File: config.mk
export PLATFORM = sky130hd
export DESIGN_NAME = bad_div
export DESIGN_NICKNAME = d
export VERILOG_FILES = /design/src/hw/rtl/box_average_downscaler_top_macros.svh /design/src/hw/rtl/bad_pkg.sv /design/src/hw/rtl/bad_div.sv
export SDC_FILE = /design/constraint.sdc
export NUM_CORES = 1
export LEC_CHECK = 0
export BUFFER_PORTS_ARGS = -buffer_cell sky130_fd_sc_hd__buf_2
export CAP_MARGIN = 20
export CORE_AREA = 3 3 140 142
export CTS_CLUSTER_DIAMETER = 60
export DETAILED_ROUTE_END_ITERATION = 8
export DIE_AREA = 0 0 143 145
export HOLD_SLACK_MARGIN = 0.06
export SETUP_SLACK_MARGIN = 0.4
export SLEW_MARGIN = 0
export SYNTH_ARGS = -nofsm -noshare
export SYNTH_HDL_FRONTEND = slang
export SYNTH_SLANG_ARGS = --single-unit
export TNS_END_PERCENT = 100
File: constraint.sdc
create_clock -name clk -period 3.7 [get_ports clk]
set_input_delay 0.74 -clock clk [delete_from_list [all_inputs] [get_ports clk]]
set_output_delay 0.74 -clock clk [all_outputs]
set_load 0.03 [all_outputs]
File: src/hw/rtl/box_average_downscaler_top_macros.svh
// ----------------------------------------------------------------------------
// Box average downscaler assertion macros
// Shared assertion forms used by the downscaler RTL.
// ----------------------------------------------------------------------------
`ifndef BOX_AVERAGE_DOWNSCALER_TOP_MACROS_SVH
`define BOX_AVERAGE_DOWNSCALER_TOP_MACROS_SVH

// Consequent must hold in the same cycle as the antecedent.
`define BAD_ASSERT_SAME(lbl, ante, cons, msg) \
  lbl: assert property (@(posedge clk) disable iff (!rst_n) (ante) |-> (cons)) \
    else $error(msg);

// Consequent must hold in the cycle after the antecedent.
`define BAD_ASSERT_NEXT(lbl, ante, cons, msg) \
  lbl: assert property (@(posedge clk) disable iff (!rst_n) (ante) |=> (cons)) \
    else $error(msg);

`endif

File: src/hw/rtl/bad_pkg.sv
// ----------------------------------------------------------------------------
// Box average downscaler package
// Widths, register indexes and shared types of the downscaler.
// ----------------------------------------------------------------------------
`default_nettype none

package bad_pkg;

  localparam int SIZE_W         = 13;
  localparam int PIX_W          = 8;
  localparam int SUM_W          = 32;
  localparam int CNT_W          = 2 * SIZE_W;
  localparam int CFG_IDX_W      = 3;
  localparam int DEF_MAX_WIDTH  = 4096;
  localparam int DEF_MAX_HEIGHT = 4096;

  localparam logic [CFG_IDX_W-1:0] REG_SRC_WIDTH  = 3'd0;
  localparam logic [CFG_IDX_W-1:0] REG_SRC_HEIGHT = 3'd1;
  localparam logic [CFG_IDX_W-1:0] REG_DST_WIDTH  = 3'd2;
  localparam logic [CFG_IDX_W-1:0] REG_DST_HEIGHT = 3'd3;

  // Status of the shared divider.
  typedef struct packed {
    logic busy;
    logic done;
  } div_stat_t;

endpackage

`default_nettype wire

File: src/hw/rtl/bad_div.sv
// ----------------------------------------------------------------------------
// Box average downscaler divider
// Restoring divider, one quotient bit per cycle.
// ----------------------------------------------------------------------------
`default_nettype none

module bad_div (
  input  wire logic                       clk,
  input  wire logic                       rst_n,
  input  wire logic                       start,
  input  wire logic [bad_pkg::SUM_W-1:0]  dividend,
  input  wire logic [bad_pkg::CNT_W-1:0]  divisor,
  output bad_pkg::div_stat_t              stat,
  output logic      [bad_pkg::SUM_W-1:0]  quotient
);
  import bad_pkg::*;

  localparam int STEP_W = $clog2(SUM_W + 1);

  logic [SUM_W-1:0]  quo_r, quo_nxt;
  logic [CNT_W:0]    rem_r, rem_nxt;
  logic [CNT_W-1:0]  dvs_r;
  logic [STEP_W-1:0] step_r;
  logic              busy_r, done_r;
  logic [CNT_W:0]    trial;

  always_comb begin
    trial   = {rem_r[CNT_W-1:0], quo_r[SUM_W-1]};
    quo_nxt = {quo_r[SUM_W-2:0], 1'b0};
    rem_nxt = trial;
    if (trial >= {1'b0, dvs_r}) begin
      rem_nxt    = trial - {1'b0, dvs_r};
      quo_nxt[0] = 1'b1;
    end
  end

  always_ff @(posedge clk) begin
    if (!rst_n) begin
      busy_r <= 1'b0;
      done_r <= 1'b0;
      step_r <= '0;
    end else begin
      done_r <= 1'b0;
      if (start) begin
        busy_r <= 1'b1;
        step_r <= STEP_W'(SUM_W);
        quo_r  <= dividend;
        rem_r  <= '0;
        dvs_r  <= divisor;
      end else if (busy_r) begin
        quo_r  <= quo_nxt;
        rem_r  <= rem_nxt;
        step_r <= step_r - 1'b1;
        if (step_r == STEP_W'(1)) begin
          busy_r <= 1'b0;
          done_r <= 1'b1;
        end
      end
    end
  end

  assign stat.busy = busy_r;
  assign stat.done = done_r;
  assign quotient  = quo_r;

endmodule

`default_nettype wire

# Yosys cells after proc, flatten, opt, wreduce, memory -nomap -nowiden
# Index checks and enable logic that the tools add are counted.
[totals]
out_inout_bits = 34
in_bits = 61
word_cells = 29
ff_bits = 92
[op_classes]
add_sub_neg = 2
order_cmp = 1
n_eq_ne = 1
reduce_logical = 5
muxes = 11
n_bitwise = 2
[op_table]
columns = ["operator", "count"]
rows = [
  ["32-bit two-way mux", 2],
  ["26-bit two-way mux", 2],
  ["27-bit by 26-bit greater-or-equal comparator with 1-bit output", 1],
  ["26-bit subtractor", 1],
  ["6-bit two-way mux", 2],
  ["6-bit by 1-bit == test with 1-bit output (second input constant)", 1],
  ["6-bit by 1-bit subtractor with 6-bit output (second input constant)", 1],
  ["1-bit two-way mux", 5],
  ["2-bit AND reduction", 2],
  ["3-bit OR reduction", 1],
  ["1-bit NOT", 2],
  ["2-bit nonzero test", 1],
  ["2-bit OR reduction", 1],
]

# Logic depth before layout (Yosys ltp)
# Gate-level depths: netlist of the first run.
[depth]
word_depth = 4
ltp_mapped = 12

# Least setup slack after synthesis of the first run
# No wires, ideal clock.
[synth_path]
path_type = "register to register"
from = "register quo_r[31], in the netlist quotient[31]"
to = "register rem_r[24] (data pin)"
arrival_time_ns = 2.602
n_path_buf = 0
stages_incl_launch_ff = 12
setup_ns = 0.261
setup_slack_ns = 0.837
synth_period_minus_slack_ns = 2.863
required_ns = 3.439
path_cell_list = "edfxtp_1 -> inv_1 -> ha_1 -> fa_1 -> nor2b_1 -> o21bai_1 -> a211oi_1 -> o21ai_0 -> o221a_2 -> o21ai_0 -> xnor2_1 -> o22ai_1"
[synth_between]
elab_chain_len = 3
elab_cells_between_ends = 4
classes_between = "1 x add/sub; 1 x order compare; 2 x mux"
[synth_lines]
columns = ["item", "line_no", "rtl"]
rows = [
  ["from (decl)", "bad_div.sv:20", "logic [SUM_W-1:0] quo_r, quo_nxt;"],
  ["from (signal assigned)", "bad_div.sv:47", "quo_r <= dividend;"],
  ["from (signal assigned)", "bad_div.sv:51", "quo_r <= quo_nxt;"],
  ["26-bit subtractor / 27-bit by 26-bit greater-or-equal comparator with 1-bit output (equally long branches)", "bad_div.sv:32, bad_div.sv:31", ""],
  ["26-bit two-way mux (*)", "bad_div.sv:31", "if (trial >= {1'b0, dvs_r}) begin"],
  ["26-bit two-way mux (*)", "bad_div.sv:50", "end else if (busy_r) begin"],
  ["to (signal assigned)", "bad_div.sv:52", "rem_r <= rem_nxt;"],
  ["to (decl)", "bad_div.sv:21", "logic [CNT_W:0] rem_r, rem_nxt;"],
]
# Every way passes the cells marked *; elsewhere a longest branch is shown, timed or not. The select of a mux whose other input is x is not followed.
# A chain may end at the register's enable or synchronous reset.

# Worst setup path in the final report of the first run
# Same ends and word-level chain as after synthesis.

==> results of run 1 <==
==> state kept, by name (all words and copies together), names as in the netlist <==
signal,flops
rem_r,26
busy_r,1
dvs_r,26
done_r,1
quotient,32
step_r,6
==> power by group <==
group          total (mW)  internal, mW  switching (mW)
sequential           1.29          1.24          0.0446
combinational       0.766         0.324           0.442
clock               0.937         0.528           0.409
total                2.99          2.10           0.896
==> placed cells by master (no fill, tap or decap), drive strengths merged, types with 2 or more instances in the layout <==
| cell type | Yosys | final |
|---|---|---|
| clkinv | 0 | 3 |
| edfxtp | 84 | 84 |
| clkbuf | 13 | 9 |
| inv | 32 | 35 |
| nand2 | 26 | 26 |
| a21oi | 27 | 27 |
| nor3 | 7 | 7 |
| o21bai | 2 | 2 |
| o22ai | 2 | 2 |
| xnor2 | 22 | 22 |
| o311ai | 3 | 3 |
| a21boi | 2 | 2 |
| and3 | 3 | 3 |
| nand3 | 9 | 9 |
| a211oi | 12 | 12 |
| o21ai | 10 | 10 |
| ha | 28 | 28 |
| dfxtp | 8 | 8 |
| nand4 | 5 | 5 |
| nand2b | 9 | 9 |
| nor2b | 4 | 4 |
| o21a | 4 | 4 |
| a211o | 3 | 3 |
| a21o | 19 | 19 |
| mux2 | 32 | 32 |
| buf | 7 | 98 |
| mux2i | 13 | 13 |
| xor2 | 3 | 3 |
| nor2 | 45 | 45 |
==> how the worst max path moves through the flow <==
stage	to	slack [ps]	cells after the start
5_1_grt	rem_r[24]	410	11
3_5_place_dp	quotient[0]	640	8
3_3_place_gp	rem_r[24]	650	11
6_report	rem_r[24]	620	11
4_1_cts	rem_r[24]	630	11
2_1_floorplan	rem_r[24]	840	11
==> worst register-to-register path: cells and delay by family, from the launching register on <==
| family | cells | cell delay [ps] |
|---|---|---|
| AO/OA/AOI/OAI | 6 | 1400 |
| flip-flops | 1 | 390 |
| AND/OR/NAND/NOR | 1 | 170 |
| buffers and inverters | 1 | 70 |
| adder cells (fa/ha/maj) | 2 | 650 |
| XOR/XNOR | 1 | 150 |
==> metrics by stage <==
step / utilization (%) / power [mW] / worst slack, ps / instances
2_1_floorplan: - / 1.91 / 837 / 455
3_3_place_gp: 32.2 / 2.06 / 652 / 767
3_5_place_dp: 32.2 / 2.07 / 640 / 767
4_1_cts: 33.8 / 3.02 / 626 / 783
5_1_grt: 33.8 / 3.16 / 409 / 783
6_report: 33.8 / 2.99 / 621 / 783
==> routing by layer <==
layer  routed length [um]  global-route usage, %
met5                    0                      0
met4                  163                   3.56
met3                  900                   4.28
met2                 5240                   18.3
met1                 5410                   15.4
==> logic make-up after synthesis <==
logic type	share of synthesized area, %
and+or+nand+nor	10.9
buffers and inverters	4.55
muxes	9.25
AOI/OAI and AO/OA	13.6
xor gates and xnor gates	4.13
adders and majority gates	6.98
DFF	50.6
==> area by class of cell <==
cell class                 count  area [sq um]
clock buffer                   9           225
multi-input combinational    311          2380
sequential                    92          2680
fill                        1830         12300
inverter                      32           120
timing repair buffer          98           513
tap                          234           293
clock inverter                 7          72.6
==> metrics.txt, run 1 <==
worst min path class=flop to flop; Port Buffers=94; DR vias/cell=4.80; ant diodes=0; area growth from synthesis to layout=18.5%; Die H=145 um; DRT Pass-1 Iters=4; WL final=11700 um; Final Wtd Congestion=0.832; nature of the critical path endpoint=flop; Post-Syn Nets=545; clk root buf=clkbuf_16; Ys Warns=0; ANT nets after route=0; Post-synth EDFFs=84; CP cell instances=inv_1 -> ha_1 -> fa_1 -> nor2b_1 -> o21bai_1 -> a211oi_1 -> o21ai_0 -> o221a_2 -> o21ai_0 -> xnor2_1 -> o22ai_1; worst hold path endpoint=step_r[0]; vias in the first global route=3970; CTS Buf Count=9; Crit path arrival time=~3200 ps; initial antenna violation count=0; CP delay by family, top=compound AO/OA/AOI/OAI gates; Clock Path Buffers=2; post-cts resize count=0; finished layout cell area=about 0.0063 sq mm; H-tree levels=3; count leader, synth=edfxtp_1; Residual DRC=0; Final Max Tran Viols=0; async set-reset flop share out of synthesis=0%; Slew HR=47.2%; reg2reg end=rem_r[24]; Initial Util=28.5%; Congestion Overflow GR=0; maxcap violations=0; Post-CTS Setup Bufs=0; worst-margin pin slew=792 ps; Crit Path Category=flop to flop; Yosys reg bits=92; DR vias=3756; placed wire-length estimate=8500 um; Post-synth top flop=edfxtp_1; WP buf/inv=1; period utilization=a little over four fifths; reg-to-reg startpoint=quotient[31]; Critical Path RT=3790 ps; R2R setup slack=620 ps; RSZ-0062 raised after global routing=false; # rows=50; Final min period=3080 ps; CTS tree=yes; die area=0.0207 sq mm; slowest stage cell on the critical path=fa_1; R2R cell count=11; Max stage delay on crit path=420 ps; most used cell, CP=o21ai_0; WL/cell=15.0 um; DIE WIDTH=roughly 140 um; Total Neg Setup Slack=0 ps; Startpoint Class=flop; Seq/Total Area, Yosys=50.6%; Fin Hold WS=495 ps; first-pass GRT wire length=~20000 um; Critical Path Fanout Max=4; Syn Inst Count=455; status=complete, no violations; mapped cell area=0.00530 sq mm; Max Freq=0.325 GHz; Clk Latency, worst-skew pair=350 ps; top cell type by total area after synthesis=edfxtp_1; largest net degree at the start of global routing=65; Worst IR Drop VDD=between 0.2 and 0.25 mV; HP Start=step_r[0]; top post-synthesis cells by area=edfxtp_1 (48%), mux2_2 (6.8%), ha_1 (6.6%), xnor2_1 (3.6%), nor2_1 (3.1%); leakage power=2.65 nW; most instantiated cells after synthesis=edfxtp_1 (84), nor2_1 (44), inv_1 (32), mux2_2 (32), ha_1 (28); number of I/O pins=95; hold_buf cts=0; mean post-synth cell area=11.7 sq um; nets=634; crit path from=quotient[31]; clk sinks=92; Area after DPL=0.00599 sq mm; pwr/cell area=476 mW/mm^2; endpoints failing hold=0; Detailed Route Iter0 Violations=183; Yosys top cell area share=47.6%; Hold Path Stages=2; Reg clk slew, reported paths=70 ps; GRT Overall Usage=11.8%; layout cells sized above 1=between 20 and 30%; # setup viols final=0; synth unique cells=roughly 60; Clock Skew=7.34 ps; Core Area=0.0186 sq mm
(Power assumes the default switching activity.)
==> run 2, diff against run 1 <==
==> constraint.sdc (replaced) <==
create_clock -name clk -period 2.65 [get_ports clk]
set_input_delay 0.53 -clock clk [delete_from_list [all_inputs] [get_ports clk]]
set_output_delay 0.53 -clock clk [all_outputs]
set_load 0.03 [all_outputs]
==> run 2 against run 1 <==
  * Cell area is 15% higher
  * Count of clock-buffer cells in the layout stayed put
  * Sequential share of layout area is 5.6 points lower
  * Clock skew is 2.4 ps higher
  * Worst hold slack worse by 150 ps
  * Combinational power is 97% higher
  * Register-to-register slack worse by 590 ps
  * Largest cell class is now multi-input gates
==> metrics.txt, run 2 (synthesized netlist as in run 1, its figures left out) <==
# setup viols final=0 (unchanged); R2R setup slack=30 ps (-590 ps); Core Area=0.0186 sq mm (unchanged); Detailed Route Iter0 Violations=222 (+21%); R2R cell count=10 (-1); Clk Latency, worst-skew pair=360 ps (about the same); largest net degree at the start of global routing=66 (+1.5%); Initial Util=28.5% (unchanged); crit path from=rem_r[16]; DRT Pass-1 Iters=4 (unchanged); Clock Path Buffers=2 (unchanged); clk sinks=92 (unchanged); Critical Path RT=2750 ps (-1040 ps); Max stage delay on crit path=460 ps (+40 ps); H-tree levels=3 (unchanged); max reg flops=32 (unchanged); period utilization=98.8% (+16 points); finished layout cell area=0.00724 sq mm (+15%); Worst IR Drop VDD=0.317 mV (+36%); CP Capture Point=rem_r[12]; worst min path class=input pin to flop; Die H=145 um (unchanged); placed wire-length estimate=9040 um (+6.3%); # rows=50 (unchanged); Clock Skew=9.73 ps (+2.39 ps); hold_buf cts=0 (unchanged); initial antenna violation count=0 (unchanged); Crit Path Category=flop to flop; Max Freq=0.382 GHz (+18%); Reg clk slew, reported paths=80 ps (about the same); DR vias/cell=4.76 (-0.74%); slowest stage cell on the critical path=edfxtp_1; endpoints failing hold=0 (unchanged); Startpoint Class=flop; status=complete, no violations; pwr/cell area=636 mW/mm^2 (+34%); Final Wtd Congestion=0.840 (+0.91%); ANT nets after route=0 (unchanged); maxcap violations=0 (unchanged); Port Buffers=94 (unchanged); ant diodes=0 (unchanged); die area=0.0207 sq mm (unchanged); CTS Buf Count=9 (unchanged); Area after DPL=0.00635 sq mm (+6.0%); Crit path arrival time=2710 ps (-460 ps); reg2reg end=rem_r[12]; reg-to-reg startpoint=rem_r[16]; GRT Overall Usage=12.8% (+0.98 points); CP cell instances=ha_4 -> and4_4 -> nand2_2 -> or2_4 -> o41ai_4 -> o311ai_4 -> nand2_8 -> buf_12 -> mux2i_2 -> nor2_1; vias in the first global route=4296 (+8.2%); leakage power=3.02 nW (+14%); Final Max Tran Viols=0 (unchanged); nets=698 (+10%); Slew HR=67.7% (+20 points); DIE WIDTH=143 um (unchanged); Final Total Pwr=4.61 mW (+54%); nature of the critical path endpoint=flop; layout cells sized above 1=45.2% (+16 points); number of I/O pins=95 (unchanged); area growth from synthesis to layout=36.6%; WL/cell=15.5 um (+3.5%); DR vias=4033 (+7.4%); RSZ-0062 raised after global routing=true; Final min period=2620 ps (-461 ps); Residual DRC=0 (unchanged); most frequent cells in the layout=buf_2 (94), edfxtp_1 (84), buf_4 (55), nor2_1 (39), mux2_2 (32); final core utilization=39.0% (+5.1 points); CTS tree=yes; WL final=13100 um (+12%); Critical Path Fanout Max=7 (+3); commonest non-fill, non-tap cell in the layout=buf_2; Congestion Overflow GR=0 (unchanged); Fin Hold WS=342 ps (-153 ps); worst-margin pin slew=485 ps (-307 ps); first-pass GRT wire length=21300 um (+7.7%); clk root buf=clkbuf_16
-- run 2: changes by cell type in the layout (fill, tap and decap cells not counted), moves of 4 or more --
cell,delta
buf_12,+4
buf_4,+52
buf_6,+6
ha_1,-17
ha_2,+5
ha_4,+12
nor2_1,-5
nor2_4,+5
o21ai_0,-5
o21ai_2,+4
-- run 2: worst min-delay path by stage --
stage | startpoint | endpoint | slack, ps | cells after the start
after floorplan | step_r[0] | step_r[0] | 470 | 2
after global placement | step_r[0] | step_r[0] | 480 | 2
after detailed placement | step_r[1] | step_r[1] | 490 | 2
after CTS | divisor[4] | dvs_r[4] | 330 | 1
after global routing | divisor[23] | dvs_r[23] | 330 | 1
final | divisor[4] | dvs_r[4] | 340 | 1
-- run 2: layer usage --
layer  share of wire, %  vias to the layer above  global-route usage (%)
met5                  0                        -                       0
met4                1.7                        0                    3.66
met3                7.3                       14                    5.27
met2                 48                      118                    20.7
met1                 43                     1932                    15.5
li1                   -                     1969                       -
-- run 2: timing repair --
action                     CTS  global route
pin swaps                   22            37
gates resized for setup     28            30
setup buffers               17            15
setup endpoints to repair   27            27
cloned                       1             0
-- run 2: critical path, delay by kind of cell (launching register included) --
kind	cells	cell delay (ps)
adders and majority gates	1	310
AOI/OAI and AO/OA	2	500
buffers and inverters	1	140
and+or+nand+nor	5	730
DFF	1	460
muxes	1	200
-- run 2: power breakdown --
group | leakage, nW | switching [mW] | internal (mW)
Clock | 0.145 | 0.628 | 0.662
Sequential | 0.868 | 0.0690 | 1.74
Combinational | 2.01 | 0.763 | 0.748
-- run 2: area by class of cell --
type | instances | area, sq um
Fill cell | 1752 | 11300
Multi-Input combinational cell | 311 | 2760
Sequential cell | 92 | 2680
Timing Repair Buffer | 162 | 1090
Tap cell | 234 | 293
Clock buffer | 9 | 225
Inverter | 32 | 120
Clock inverter | 7 | 62.6
-- run 2: per-stage QoR --
step,TNS (ps),std cells,setup slack [ps]
finish,0,847,32.5
global route,-735,847,-76.8
CTS,0,832,37.2
detailed placement,-67.3,798,-20.2
global placement,0,798,12.8
floorplan,0,455,37.3
